**src/design/dtq_pkg.sv**
```systemverilog
// dtq_pkg: shared types and codes of the delta timer queue
// command and result codes, controller states, datapath commands and status
// no dependencies
`default_nettype none

package dtq_pkg;

  // input command codes
  localparam logic [1:0] CMD_INSERT  = 2'd0;
  localparam logic [1:0] CMD_REMOVE  = 2'd1;
  localparam logic [1:0] CMD_ADVANCE = 2'd2;
  localparam logic [1:0] CMD_IGNORED = 2'd3;

  // result kinds
  localparam logic [2:0] KIND_INSERTED = 3'd0;
  localparam logic [2:0] KIND_FIRED    = 3'd1;
  localparam logic [2:0] KIND_REMOVED  = 3'd2;
  localparam logic [2:0] KIND_NONE     = 3'd3;
  localparam logic [2:0] KIND_FULL     = 3'd4;

  typedef enum logic [4:0] {
    ST_IDLE,
    ST_INS_RD,
    ST_INS_EV,
    ST_INS_MV_RD,
    ST_INS_MV_WR,
    ST_REM_RD,
    ST_REM_EV,
    ST_REM_MV_RD,
    ST_REM_MV_WR,
    ST_ADV_RD,
    ST_ADV_EV,
    ST_ADV_MV_RD,
    ST_ADV_MV_WR,
    ST_DONE_FULL,
    ST_DONE_INS,
    ST_DONE_NONE,
    ST_DONE_REM,
    ST_DONE_ADV
  } state_t;

  typedef enum logic [4:0] {
    OP_NOP,
    OP_LOAD,
    OP_INS_RD,
    OP_INS_EV,
    OP_INS_MV_RD,
    OP_INS_MV_WR,
    OP_REM_RD,
    OP_REM_EV,
    OP_REM_MV_RD,
    OP_REM_MV_WR,
    OP_ADV_RD,
    OP_ADV_EV,
    OP_ADV_MV_RD,
    OP_ADV_MV_WR,
    OP_EMIT_FULL,
    OP_EMIT_INS,
    OP_EMIT_NONE,
    OP_EMIT_REM,
    OP_EMIT_ADV
  } dp_op_t;

  typedef struct packed {
    dp_op_t op;
  } dp_cmd_t;

  typedef struct packed {
    logic full;         // table holds ENTRIES timers
    logic idx_end;      // walk index reached occupancy
    logic fits;         // remaining amount covers the entry just read
    logic match;        // handle of the entry just read equals the key
    logic ins_mv_done;  // insert shift reached the insert slot
    logic rem_mv_done;  // remove shift reached the tail
    logic adv_mv_done;  // advance compaction finished
    logic pend_valid;   // a fired handle waits for its result beat
    logic out_free;     // result register can take a beat this cycle
  } dp_status_t;

endpackage

`default_nettype wire

```
**src/design/dtq_ram.sv**
```systemverilog
// dtq_ram: generic single-write, single-read memory with registered read
// no dependencies
`default_nettype none

module dtq_ram #(
  parameter int WIDTH = 48,
  parameter int DEPTH = 16
) (
  input  wire logic                     clk,
  input  wire logic                     we,
  input  wire logic [$clog2(DEPTH)-1:0] waddr,
  input  wire logic [WIDTH-1:0]         wdata,
  input  wire logic                     re,
  input  wire logic [$clog2(DEPTH)-1:0] raddr,
  output logic      [WIDTH-1:0]         rdata
);

  logic [WIDTH-1:0] mem [DEPTH];

  always_ff @(posedge clk) begin
    if (we) begin
      mem[waddr] <= wdata;
    end
    if (re) begin
      rdata <= mem[raddr];
    end
  end

endmodule

`default_nettype wire

```
**src/design/dtq_ctrl.sv**
```systemverilog
// dtq_ctrl: sequencer of the delta timer queue
// depends on dtq_pkg; drives one datapath command per cycle from its status
`default_nettype none

module dtq_ctrl (
  input  wire logic                clk,
  input  wire logic                rst,
  input  wire logic                cmd_valid,
  output logic                     cmd_ready,
  input  wire logic [1:0]          command,
  input  wire dtq_pkg::dp_status_t status,
  output dtq_pkg::dp_cmd_t         ctl_cmd
);

  dtq_pkg::state_t state;
  dtq_pkg::state_t state_next;

  always_ff @(posedge clk) begin
    if (rst) begin
      state <= dtq_pkg::ST_IDLE;
    end else begin
      state <= state_next;
    end
  end

  always_comb begin
    state_next = state;
    ctl_cmd.op = dtq_pkg::OP_NOP;
    cmd_ready  = 1'b0;
    unique case (state)
      dtq_pkg::ST_IDLE: begin
        cmd_ready = 1'b1;
        if (cmd_valid) begin
          ctl_cmd.op = dtq_pkg::OP_LOAD;
          unique case (command)
            dtq_pkg::CMD_INSERT: begin
              state_next = status.full ? dtq_pkg::ST_DONE_FULL : dtq_pkg::ST_INS_RD;
            end
            dtq_pkg::CMD_REMOVE:  state_next = dtq_pkg::ST_REM_RD;
            dtq_pkg::CMD_ADVANCE: state_next = dtq_pkg::ST_ADV_RD;
            default:              state_next = dtq_pkg::ST_IDLE;
          endcase
        end
      end
      // insert: walk to the slot, then shift the tail up by one
      dtq_pkg::ST_INS_RD: begin
        ctl_cmd.op = dtq_pkg::OP_INS_RD;
        state_next = status.idx_end ? dtq_pkg::ST_INS_MV_RD : dtq_pkg::ST_INS_EV;
      end
      dtq_pkg::ST_INS_EV: begin
        ctl_cmd.op = dtq_pkg::OP_INS_EV;
        state_next = status.fits ? dtq_pkg::ST_INS_RD : dtq_pkg::ST_INS_MV_RD;
      end
      dtq_pkg::ST_INS_MV_RD: begin
        ctl_cmd.op = dtq_pkg::OP_INS_MV_RD;
        state_next = status.ins_mv_done ? dtq_pkg::ST_DONE_INS : dtq_pkg::ST_INS_MV_WR;
      end
      dtq_pkg::ST_INS_MV_WR: begin
        ctl_cmd.op = dtq_pkg::OP_INS_MV_WR;
        state_next = dtq_pkg::ST_INS_MV_RD;
      end
      // remove: search the handle, then shift the tail down by one
      dtq_pkg::ST_REM_RD: begin
        ctl_cmd.op = dtq_pkg::OP_REM_RD;
        state_next = status.idx_end ? dtq_pkg::ST_DONE_NONE : dtq_pkg::ST_REM_EV;
      end
      dtq_pkg::ST_REM_EV: begin
        ctl_cmd.op = dtq_pkg::OP_REM_EV;
        state_next = status.match ? dtq_pkg::ST_REM_MV_RD : dtq_pkg::ST_REM_RD;
      end
      dtq_pkg::ST_REM_MV_RD: begin
        ctl_cmd.op = dtq_pkg::OP_REM_MV_RD;
        state_next = status.rem_mv_done ? dtq_pkg::ST_DONE_REM : dtq_pkg::ST_REM_MV_WR;
      end
      dtq_pkg::ST_REM_MV_WR: begin
        ctl_cmd.op = dtq_pkg::OP_REM_MV_WR;
        state_next = dtq_pkg::ST_REM_MV_RD;
      end
      // advance: pop fitting heads, then compact the rest to the front
      dtq_pkg::ST_ADV_RD: begin
        ctl_cmd.op = dtq_pkg::OP_ADV_RD;
        state_next = status.idx_end ? dtq_pkg::ST_ADV_MV_RD : dtq_pkg::ST_ADV_EV;
      end
      dtq_pkg::ST_ADV_EV: begin
        if (!(status.fits && status.pend_valid && !status.out_free)) begin
          ctl_cmd.op = dtq_pkg::OP_ADV_EV;
          state_next = status.fits ? dtq_pkg::ST_ADV_RD : dtq_pkg::ST_ADV_MV_RD;
        end
      end
      dtq_pkg::ST_ADV_MV_RD: begin
        ctl_cmd.op = dtq_pkg::OP_ADV_MV_RD;
        state_next = status.adv_mv_done ? dtq_pkg::ST_DONE_ADV : dtq_pkg::ST_ADV_MV_WR;
      end
      dtq_pkg::ST_ADV_MV_WR: begin
        ctl_cmd.op = dtq_pkg::OP_ADV_MV_WR;
        state_next = dtq_pkg::ST_ADV_MV_RD;
      end
      // final beats wait for room in the result register
      dtq_pkg::ST_DONE_FULL: begin
        if (status.out_free) begin
          ctl_cmd.op = dtq_pkg::OP_EMIT_FULL;
          state_next = dtq_pkg::ST_IDLE;
        end
      end
      dtq_pkg::ST_DONE_INS: begin
        if (status.out_free) begin
          ctl_cmd.op = dtq_pkg::OP_EMIT_INS;
          state_next = dtq_pkg::ST_IDLE;
        end
      end
      dtq_pkg::ST_DONE_NONE: begin
        if (status.out_free) begin
          ctl_cmd.op = dtq_pkg::OP_EMIT_NONE;
          state_next = dtq_pkg::ST_IDLE;
        end
      end
      dtq_pkg::ST_DONE_REM: begin
        if (status.out_free) begin
          ctl_cmd.op = dtq_pkg::OP_EMIT_REM;
          state_next = dtq_pkg::ST_IDLE;
        end
      end
      dtq_pkg::ST_DONE_ADV: begin
        if (status.out_free) begin
          ctl_cmd.op = dtq_pkg::OP_EMIT_ADV;
          state_next = dtq_pkg::ST_IDLE;
        end
      end
      default: begin
        state_next = dtq_pkg::ST_IDLE;
      end
    endcase
  end

endmodule

`default_nettype wire

```
**src/design/dtq_dp.sv**
```systemverilog
// dtq_dp: datapath of the delta timer queue
// depends on dtq_pkg and dtq_ram; holds the entry table, walk registers and result register
`default_nettype none

module dtq_dp #(
  parameter int ENTRIES     = 16,
  parameter int COUNT_BITS  = 32,
  parameter int HANDLE_BITS = 16
) (
  input  wire logic             clk,
  input  wire logic             rst,
  input  wire dtq_pkg::dp_cmd_t ctl_cmd,
  output dtq_pkg::dp_status_t   status,
  input  wire logic [31:0]      amount,
  input  wire logic [15:0]      handle,
  output logic                  res_valid,
  input  wire logic             res_ready,
  output logic [2:0]            kind,
  output logic [15:0]           fired_handle,
  output logic                  last
);

  localparam int OW = $clog2(ENTRIES + 1);
  localparam int AW = $clog2(ENTRIES);
  localparam int CW = COUNT_BITS;
  localparam int HW = HANDLE_BITS;
  localparam int DW = CW + HW;
  localparam logic [CW-1:0] CNT_MAX = '1;

  // walk and control registers
  logic [OW-1:0] occ;
  logic [OW-1:0] idx;
  logic [OW-1:0] cursor;
  logic [CW-1:0] cnt_amt;
  logic [HW-1:0] key;
  logic [CW-1:0] hold_delta;
  logic [HW-1:0] pend_handle;
  logic          pend_valid;

  // table port
  logic          ram_we;
  logic [AW-1:0] ram_waddr;
  logic [DW-1:0] ram_wdata;
  logic          ram_re;
  logic [AW-1:0] ram_raddr;
  logic [DW-1:0] ram_rdata;

  logic [CW-1:0] rd_delta;
  logic [HW-1:0] rd_handle;
  logic [CW:0]   amt_minus_rd;
  logic [CW-1:0] rd_minus_amt;
  logic [CW:0]   sum_w;
  logic [CW-1:0] sat_sum;
  logic [CW-1:0] amt_sat;
  logic [OW:0]   adv_src;
  logic [OW-1:0] cursor_dn;
  logic [OW-1:0] cursor_up;

  // result emission
  logic          emit;
  logic [2:0]    emit_kind;
  logic [15:0]   emit_handle;
  logic          emit_last;
  logic          out_free;

  dtq_ram #(
    .WIDTH (DW),
    .DEPTH (ENTRIES)
  ) u_table (
    .clk   (clk),
    .we    (ram_we),
    .waddr (ram_waddr),
    .wdata (ram_wdata),
    .re    (ram_re),
    .raddr (ram_raddr),
    .rdata (ram_rdata)
  );

  assign rd_delta     = ram_rdata[DW-1:HW];
  assign rd_handle    = ram_rdata[HW-1:0];
  assign amt_minus_rd = {1'b0, cnt_amt} - {1'b0, rd_delta};
  assign rd_minus_amt = rd_delta - cnt_amt;
  assign sum_w        = {1'b0, rd_delta} + {1'b0, hold_delta};
  assign sat_sum      = sum_w[CW] ? CNT_MAX : sum_w[CW-1:0];
  assign amt_sat      = ((amount >> COUNT_BITS) != 32'd0) ? CNT_MAX : CW'(amount);
  assign adv_src      = {1'b0, cursor} + {1'b0, idx};
  assign cursor_dn    = cursor - OW'(1);
  assign cursor_up    = cursor + OW'(1);
  assign out_free     = !res_valid || res_ready;

  always_comb begin
    status.full        = (occ == OW'(ENTRIES));
    status.idx_end     = (idx == occ);
    status.fits        = !amt_minus_rd[CW];
    status.match       = (rd_handle == key);
    status.ins_mv_done = (cursor == idx);
    status.rem_mv_done = (({1'b0, cursor} + (OW + 1)'(1)) >= {1'b0, occ});
    status.adv_mv_done = (adv_src == {1'b0, occ}) || ((idx == '0) && (cursor == OW'(1)));
    status.pend_valid  = pend_valid;
    status.out_free    = out_free;
  end

  // table access and result selection
  always_comb begin
    ram_we      = 1'b0;
    ram_waddr   = cursor[AW-1:0];
    ram_wdata   = ram_rdata;
    ram_re      = 1'b0;
    ram_raddr   = idx[AW-1:0];
    emit        = 1'b0;
    emit_kind   = dtq_pkg::KIND_NONE;
    emit_handle = '0;
    emit_last   = 1'b1;
    unique case (ctl_cmd.op)
      dtq_pkg::OP_INS_RD,
      dtq_pkg::OP_REM_RD,
      dtq_pkg::OP_ADV_RD: begin
        ram_re = !status.idx_end;
      end
      dtq_pkg::OP_INS_MV_RD: begin
        ram_re    = !status.ins_mv_done;
        ram_raddr = cursor_dn[AW-1:0];
      end
      dtq_pkg::OP_INS_MV_WR: begin
        ram_we = 1'b1;
        // the entry landing right after the new one gives up the new delay
        if (cursor_dn == idx) begin
          ram_wdata = {rd_minus_amt, rd_handle};
        end
      end
      dtq_pkg::OP_REM_MV_RD: begin
        ram_re    = !status.rem_mv_done;
        ram_raddr = cursor_up[AW-1:0];
      end
      dtq_pkg::OP_REM_MV_WR: begin
        ram_we = 1'b1;
        // successor of the removed entry takes over its delta
        if (cursor == idx) begin
          ram_wdata = {sat_sum, rd_handle};
        end
      end
      dtq_pkg::OP_ADV_EV: begin
        if (status.fits && pend_valid) begin
          emit        = 1'b1;
          emit_kind   = dtq_pkg::KIND_FIRED;
          emit_handle = 16'(pend_handle);
          emit_last   = 1'b0;
        end
      end
      dtq_pkg::OP_ADV_MV_RD: begin
        ram_re    = !status.adv_mv_done;
        ram_raddr = adv_src[AW-1:0];
      end
      dtq_pkg::OP_ADV_MV_WR: begin
        ram_we = 1'b1;
        // new head carries what is left of its delta
        if (cursor == '0) begin
          ram_wdata = {hold_delta, rd_handle};
        end
      end
      dtq_pkg::OP_EMIT_FULL: begin
        emit      = 1'b1;
        emit_kind = dtq_pkg::KIND_FULL;
      end
      dtq_pkg::OP_EMIT_INS: begin
        ram_we    = 1'b1;
        ram_waddr = idx[AW-1:0];
        ram_wdata = {cnt_amt, key};
        emit      = 1'b1;
        emit_kind = dtq_pkg::KIND_INSERTED;
      end
      dtq_pkg::OP_EMIT_NONE: begin
        emit      = 1'b1;
        emit_kind = dtq_pkg::KIND_NONE;
      end
      dtq_pkg::OP_EMIT_REM: begin
        emit        = 1'b1;
        emit_kind   = dtq_pkg::KIND_REMOVED;
        emit_handle = 16'(key);
      end
      dtq_pkg::OP_EMIT_ADV: begin
        emit = 1'b1;
        if (pend_valid) begin
          emit_kind   = dtq_pkg::KIND_FIRED;
          emit_handle = 16'(pend_handle);
        end
      end
      default: begin
      end
    endcase
  end

  // walk registers
  always_ff @(posedge clk) begin
    if (rst) begin
      occ        <= '0;
      pend_valid <= 1'b0;
    end else begin
      unique case (ctl_cmd.op)
        dtq_pkg::OP_LOAD:     pend_valid <= 1'b0;
        dtq_pkg::OP_ADV_EV: begin
          if (status.fits) begin
            pend_valid <= 1'b1;
          end
        end
        dtq_pkg::OP_EMIT_INS: occ <= occ + OW'(1);
        dtq_pkg::OP_EMIT_REM: occ <= occ - OW'(1);
        dtq_pkg::OP_EMIT_ADV: occ <= occ - idx;
        default: begin
        end
      endcase
    end
  end

  always_ff @(posedge clk) begin
    unique case (ctl_cmd.op)
      dtq_pkg::OP_LOAD: begin
        cnt_amt <= amt_sat;
        key     <= HW'(handle);
        idx     <= '0;
      end
      dtq_pkg::OP_INS_RD: cursor <= occ;
      dtq_pkg::OP_INS_EV: begin
        if (status.fits) begin
          cnt_amt <= amt_minus_rd[CW-1:0];
          idx     <= idx + OW'(1);
        end
      end
      dtq_pkg::OP_INS_MV_WR: cursor <= cursor_dn;
      dtq_pkg::OP_REM_EV: begin
        if (status.match) begin
          cursor     <= idx;
          hold_delta <= rd_delta;
        end else begin
          idx <= idx + OW'(1);
        end
      end
      dtq_pkg::OP_REM_MV_WR: cursor <= cursor_up;
      dtq_pkg::OP_ADV_RD:    cursor <= '0;
      dtq_pkg::OP_ADV_EV: begin
        if (status.fits) begin
          cnt_amt     <= amt_minus_rd[CW-1:0];
          idx         <= idx + OW'(1);
          pend_handle <= rd_handle;
        end else begin
          hold_delta <= rd_minus_amt;
        end
      end
      dtq_pkg::OP_ADV_MV_WR: cursor <= cursor_up;
      default: begin
      end
    endcase
  end

  // result register
  always_ff @(posedge clk) begin
    if (rst) begin
      res_valid <= 1'b0;
    end else if (emit) begin
      res_valid <= 1'b1;
    end else if (res_ready) begin
      res_valid <= 1'b0;
    end
  end

  always_ff @(posedge clk) begin
    if (emit) begin
      kind         <= emit_kind;
      fired_handle <= emit_handle;
      last         <= emit_last;
    end
  end

endmodule

`default_nettype wire

```
**src/design/delta_timer_queue.sv**
```systemverilog
// delta_timer_queue: top level of the sorted timer queue
// depends on dtq_pkg, dtq_ctrl, dtq_dp (which holds dtq_ram)
`default_nettype none

// A sorted queue of up to ENTRIES pending timers kept as a delta list: each
// stored entry holds a handle and its delay relative to the entry ahead of it.
// One command beat is taken on cmd_valid/cmd_ready; insert (command 0) places
// a timer after all timers of equal total time and answers with one inserted
// beat, or a table-full beat; remove (command 1) drops the first timer with the
// handle, folding its delta into its successor, and answers removed or not
// found; advance (command 2) pops every head whose delta fits into amount and
// sends one fired beat per timer in queue order, or a single none-fired beat.
// The last result beat of each command has last set; command 3 is dropped
// without any result. Amounts above the counter range saturate.
// Timing: the entries sit in one table with a registered read, so each entry
// that a command touches takes a read step, then an evaluate or write-back
// step. Results that res_ready holds back stall the command. One command is
// in flight at a time; cmd_ready is high only between commands, from the edge
// that loads the last result on, while that result may still wait in the
// output register. No clearing pass follows reset: only entries below the
// occupancy are read.

module delta_timer_queue #(
  parameter int ENTRIES     = 16,
  parameter int COUNT_BITS  = 32,
  parameter int HANDLE_BITS = 16
) (
  input  wire logic        clk,
  input  wire logic        rst,
  // command channel
  input  wire logic        cmd_valid,
  output logic             cmd_ready,
  input  wire logic [1:0]  command,
  input  wire logic [31:0] amount,
  input  wire logic [15:0] handle,
  // result channel
  output logic             res_valid,
  input  wire logic        res_ready,
  output logic [2:0]       kind,
  output logic [15:0]      fired_handle,
  output logic             last
);

  dtq_pkg::dp_cmd_t    ctl_cmd;
  dtq_pkg::dp_status_t status;

  // sequencer: one datapath command per cycle
  dtq_ctrl u_ctrl (
    .clk       (clk),
    .rst       (rst),
    .cmd_valid (cmd_valid),
    .cmd_ready (cmd_ready),
    .command   (command),
    .status    (status),
    .ctl_cmd   (ctl_cmd)
  );

  // table, walk registers and the result register
  dtq_dp #(
    .ENTRIES     (ENTRIES),
    .COUNT_BITS  (COUNT_BITS),
    .HANDLE_BITS (HANDLE_BITS)
  ) u_dp (
    .clk          (clk),
    .rst          (rst),
    .ctl_cmd      (ctl_cmd),
    .status       (status),
    .amount       (amount),
    .handle       (handle),
    .res_valid    (res_valid),
    .res_ready    (res_ready),
    .kind         (kind),
    .fired_handle (fired_handle),
    .last         (last)
  );

`ifndef ASSERT_OFF
  // no stale result survives reset
  a_reset_quiet: assert property (@(posedge clk) rst |=> !res_valid)
    else $error("result valid right after reset");

  // a real command keeps the queue busy for at least the next cycle
  a_busy_after_beat: assert property (@(posedge clk) disable iff (rst)
    (cmd_valid && cmd_ready && command != dtq_pkg::CMD_IGNORED) |=> !cmd_ready)
    else $error("command beat taken while previous command still running");

  // only fired beats can be followed by more beats of the same command
  a_single_beat_last: assert property (@(posedge clk) disable iff (rst)
    (res_valid && kind != dtq_pkg::KIND_FIRED) |-> last)
    else $error("non-fired result without last");

  // results that name no timer carry a zero handle
  a_no_handle_zero: assert property (@(posedge clk) disable iff (rst)
    (res_valid && (kind == dtq_pkg::KIND_INSERTED || kind == dtq_pkg::KIND_NONE ||
                   kind == dtq_pkg::KIND_FULL)) |-> (fired_handle == 16'd0))
    else $error("handle set on a result that names no timer");
`endif

endmodule

`default_nettype wire
```
**config.mk**
```make
export PLATFORM = sky130hd
export DESIGN_NAME = delta_timer_queue
export DESIGN_NICKNAME = d
export VERILOG_FILES = /design/src/design/dtq_pkg.sv /design/src/design/dtq_ram.sv /design/src/design/dtq_ctrl.sv /design/src/design/dtq_dp.sv /design/src/design/delta_timer_queue.sv
export SDC_FILE = /design/constraint.sdc
export NUM_CORES = 1
export LEC_CHECK = 0
export CAP_MARGIN = 20
export CORE_UTILIZATION = 45
export DETAILED_ROUTE_END_ITERATION = 8
export DONT_BUFFER_PORTS = 1
export PLACE_DENSITY = 0.63
export SETUP_SLACK_MARGIN = 0.15
export SYNTH_ARGS = -nofsm -noshare
export SYNTH_HDL_FRONTEND = slang
export SYNTH_HIERARCHICAL = 1
export SYNTH_SLANG_ARGS = --single-unit
```
**constraint.sdc**
```tcl
create_clock -name clk -period 12.71 [get_ports clk]
set_input_delay 1.9065 -clock clk [delete_from_list [all_inputs] [get_ports clk]]
set_output_delay 1.9065 -clock clk [all_outputs]
set_load 0.1 [all_outputs]
```
---- Word-level counts from Yosys, hierarchy flattened ----
Memory sizes are Yosys's and may differ from the RTL's. A register that Yosys moved wholly into a read port is not among the register bits.
Cells that the tools add are included.
cells by class
  bitwise logic cells ..................... 1
  order comparisons ....................... 1
  add/subtract/negate cells ............... 11
  equal/unequal tests ..................... 52
  reductions and logical operators ........ 36
  muxes and demuxes ....................... 59
operators by type and width
  operator                                                          count
  48-bit case mux with 4 select lines                               1
  48-bit 2-to-1 mux                                                 3
  32-bit 2-to-1 mux                                                 4
  32-bit case mux with 2 select lines                               2
  5-bit case mux with 18 select lines                               1
  5-bit by 4-bit == test with 1-bit output (second input constant)  16
  5-bit case mux with 14 select lines                               1
  5-bit 2-to-1 mux                                                  11
  16-bit case mux with 3 select lines                               1
  5-bit case mux with 3 select lines                                3
  5-bit by 3-bit == test with 1-bit output (second input constant)  8
  32-bit by 32-bit adder with 33-bit output                         1
  32-bit by 32-bit subtractor with 33-bit output                    1
  16-bit 2-to-1 mux                                                 2
  32-bit subtractor                                                 1
  5-bit == test (second input constant)                             6
  4-bit 2-to-1 mux                                                  7
  5-bit case mux with 5 select lines                                1
  5-bit by 2-bit == test with 1-bit output (second input constant)  4
  16-bit == test                                                    1
  5-bit by 1-bit adder with 5-bit output (second input constant)    3
  5-bit by 1-bit == test with 1-bit output (second input constant)  3
  5-bit == test                                                     3
  5-bit logical NOT                                                 3
  other kinds (30)                                                  73
word-level totals
  RAM bits ................................ 768
  memories kept ........................... 1
  input bits .............................. 54
  word-level logic and storage cells ...... 174
  output and inout bits ................... 22
  flip-flop bits (word level) ............. 138
memories
  name              depth  width  read ports  clocked after Yosys merged registers in  write ports  RTL line       source
  u_dp.u_table.mem  16     48     1           1                                        1            dtq_ram.sv:18  logic [WIDTH-1:0] mem [DEPTH];

---- Depth between registers and ports, before layout ----
  depth in word-level cells ............... 11
  gate-level depth with buffers ........... 32

---- Modules after synthesis ----
The synthesis kept the hierarchy.
by module, submodules not included
  module    instances  area an instance (um^2)  cells each  sequential area each (um^2)
  dtq_ram   1          30,171.4                 1,242       24,503.5
  dtq_dp    1          13,565.5                 1,674       3,923.8
  dtq_ctrl  1          740.7                    111         100.1

---- Worst setup path after synthesis ----
Ideal clock, no wire load.
  path type ............................... flip-flop to flip-flop
  from .................................... register u_dp.u_table.rdata[18], read port of u_dp.u_table.mem
  to ...................................... memory u_dp.u_table.mem[0][0] (enable)
  stages on the path, launching flop included .. 27
  arrival ................................. 8,434 ps
  required time ........................... 12,197 ps
  path slack .............................. 3,763 ps
  clock period less this slack ............ 8,947 ps
  path buffers ............................ 4
  cell sequence ........................... edfxtp_1 > ha_1 > buf_6 > nor2b_4 > o31a_1 > o32a_1 > a21oi_2 > nor4_1 > nor2_2 > a211oi_1 > o21ai_0 > nor2b_1 > inv_1 > a21oi_1 > nor2_1 > o221ai_1 > nand2_1 > or2_2 > clkbuf_1 > o21ai_0 > nand2_1 > and2_1 > clkbuf_1 > inv_1 > clkbuf_1 > or3b_2 > nor3_1
RTL lines
  item         RTL line       source
  from (decl)  dtq_ram.sv:15  output logic [WIDTH-1:0] rdata
  to (decl)    dtq_ram.sv:18

==> results.tsv <==
metric	value	unit
status	completed	
critPathKind	flip-flop to flip-flop	
end_kind	flip-flop	
ys_seq_area_share	64.14	%
grt_overflow	0	
netlist.area_leader.share	63.60	%
clock_path_buffers	3	
h-tree-depth	3	
finalSetupViolCount	0	
setup_ws	4.380	ns
fin_skew	0.06773	ns
n_fill_cell	8006	
grt_max_degree	142	
yosysMostFrequentCell	edfxtp_1	
cts_hold_buf	0	
drv_slew	0	
pin_count	76	
die_w	316.4	um
clk_pin_slew	0.06	ns
nets	3205	
ys.flop_type	edfxtp_1	
gp_congestion	0.9264	
yosys-top-cells-area	edfxtp_1, mux4_2, ha_1	
yosysTopAreaCell	edfxtp_1	
initial_utilization	45.72	%
r2r_slack	4.38	ns
area_growth	11.10	%
grt_setup_unrepaired	false	
viasPerCell	6.168	
fin_crit_sh	65.54	%
num_rows	114	
antenna_found_initial	5	
wl_per_cell	26.26	um
final-hold-violation-count	0	
routed_wl	115.2	mm
grt_pass1_wl	170.7	mm
yosysUniqueCellTypes	85	
dpl_worst_slack	4.315	ns
grtUsageTotal	23.05	%
synthArstFlopShare	0	%
core_area	97280	sq um
cp_data_arrival_time	8.63	ns
cts_inserted_buffers	98	
clk_latency	0.70	ns
critPathMaxStageDelay	0.73	ns
post_cts_resized	0	
drive_gt1_share	16.17	%
tightest_slew	1.223	ns
postCtsSetupBuffers	0	
hpwlAfterDp	68.69	mm
syn_area	44480	sq um
grt_pass1_vias	26740	
vias	27061	
hold_ws	0.5049	ns
die_h	316.4	um
synth_edf_count	942	
dr.first_iter.drc_count	3216	
cp-start-kind	flip-flop	
first_pass_iters	6	
crit_slowest_cell	buf_4	
final_cells	4387	
syn_nets	3205	
hp-class	flip-flop to flip-flop	
avgSynthCellArea	14.69	sq um
syn_inst	3027	
root_buffer	clkbuf_16	
ff_latch_area	28530	sq um
post-route-min-period	8.330	ns
finalSetupTns	0	ns
die-area	100100	sq um
multi_input_comb_area	14970	sq um
max_cap_viol_count	0	
max_freq	0.1201	GHz
synth_common_cells	edfxtp_1, nand2_1, mux4_2	
clock_sinks	954	
dpl.cell_count	4190	
port_buffers	0	
cp.required	13.01	ns
drcViolationCount	0	
yosys_warnings	6	
relSlewSlack	18.45	%
cts_tree	yes	
antenna_left	0	
ys_seq_elements	954	
path_max_fanout	48	
-- state kept, by name, indices dropped and copies added (netlist names) --
register	flops
u_dp/cnt_amt	32
u_dp/u_table/rdata	48
u_dp/fired_handle	16
u_dp/kind	3
u_dp/hold_delta	32
u_dp/res_valid	1
u_dp/key	16
u_dp/pend_valid	1
u_ctrl/state	5
u_dp/pend_handle	16
u_dp/u_table/mem	768
u_dp/idx	5
u_dp/cursor	5
u_dp/occ	5
u_dp/last	1
-- worst paths after layout --
| kind | start | endpoint | cells past startpoint |
|---|---|---|---|
| worst max register to register | u_dp/u_table/rdata[16]$_DFFE_PP_ | u_dp/u_table/mem[0][38]$_DFFE_PP_ | 25 |
| worst max-delay path | u_dp/u_table/rdata[16]$_DFFE_PP_ | u_dp/u_table/mem[0][38]$_DFFE_PP_ | 25 |
| worst min register to register | u_dp/u_table/rdata[4]$_DFFE_PP_ | u_dp/pend_handle[4]$_DFFE_PP_ | 0 |
| worst min-delay path | u_dp/u_table/rdata[4]$_DFFE_PP_ | u_dp/pend_handle[4]$_DFFE_PP_ | 0 |
-- layout by cell type, fill, tap and decap left out, drive strengths merged, types with 8 or more instances in the layout --
cell type | synthesis | routed
clkinvlp | 0 | 13
nand2 | 248 | 248
a22oi | 104 | 104
a21oi | 188 | 188
ha | 118 | 118
o21bai | 12 | 12
nand3 | 33 | 33
xnor2 | 73 | 73
o221ai | 15 | 15
nand4 | 26 | 26
a22o | 16 | 16
mux2 | 27 | 27
mux4 | 192 | 192
buf | 66 | 74
clkbuf | 110 | 109
nor2 | 170 | 170
o22ai | 18 | 18
or3 | 8 | 8
edfxtp | 942 | 942
nor3 | 32 | 32
clkinv | 1 | 49
o21ai | 146 | 146
a31oi | 18 | 18
o211ai | 13 | 13
a211oi | 17 | 17
dfxtp | 12 | 12
bufinv | 0 | 8
xor2 | 57 | 57
inv | 109 | 116
nand2b | 18 | 18
a221o | 15 | 15
o21a | 18 | 18
a221oi | 11 | 11
o31ai | 11 | 11
a21o | 53 | 53
nor2b | 19 | 19
-- logic make-up (layout without fill, tap and decap cells) --
family	count (synthesis)	count (layout)	share of synthesized area (%)
AOI/OAI and AO/OA	708	708	10.42
xor gates and xnor gates	130	130	2.560
adders and majority gates	124	124	3.590
buffers and inverters	286	369	2.695
DFF	954	954	64.14
muxes	225	225	10.54
other	0	1	0
and+or+nand+nor	600	600	6.054
-- worst max-delay path: cells and delay by family (launching register included) --
| family | cells | cell delay [ns] |
|---|---|---|
| AND/OR/NAND/NOR | 11 | 2.75 |
| AO/OA/AOI/OAI | 8 | 2.30 |
| buffers and inverters | 4 | 1.79 |
| adder cells (fa/ha/maj) | 2 | 0.56 |
| flip-flops | 1 | 0.46 |
-- through the flow --
stage                     instance area (sq um)  utilization [%]
after CTS                                 49290            50.67
after floorplan                           44480                -
after global routing                      49410            50.79
after detailed placement                  46020            47.31
final                                     49410            50.80
after global placement                    45950            47.24
-- metal layers --
layer  track usage [%]  up-vias  routed length (um)
met2             36.08     1261               52890
met3             3.492      168                9801
met5                 0        -                   0
li1                  -    11867                   -
met1             33.66    13765               49790
met4             6.316        0                2698
-- final cells by class --
class                   instances  area share (%)
multi-input cells            1787           30.30
clock inverters                76           1.580
inverters                     110          0.8356
well taps                    1276           3.231
flip-flops and latches        954           57.73
clock buffers                 107           5.031
repair buffers                 76           1.284
diodes                          1        0.005064
Power is left out: the tool's default activity adds up to more than one toggle a clock period on the data nets, which glitch-free logic cannot reach.
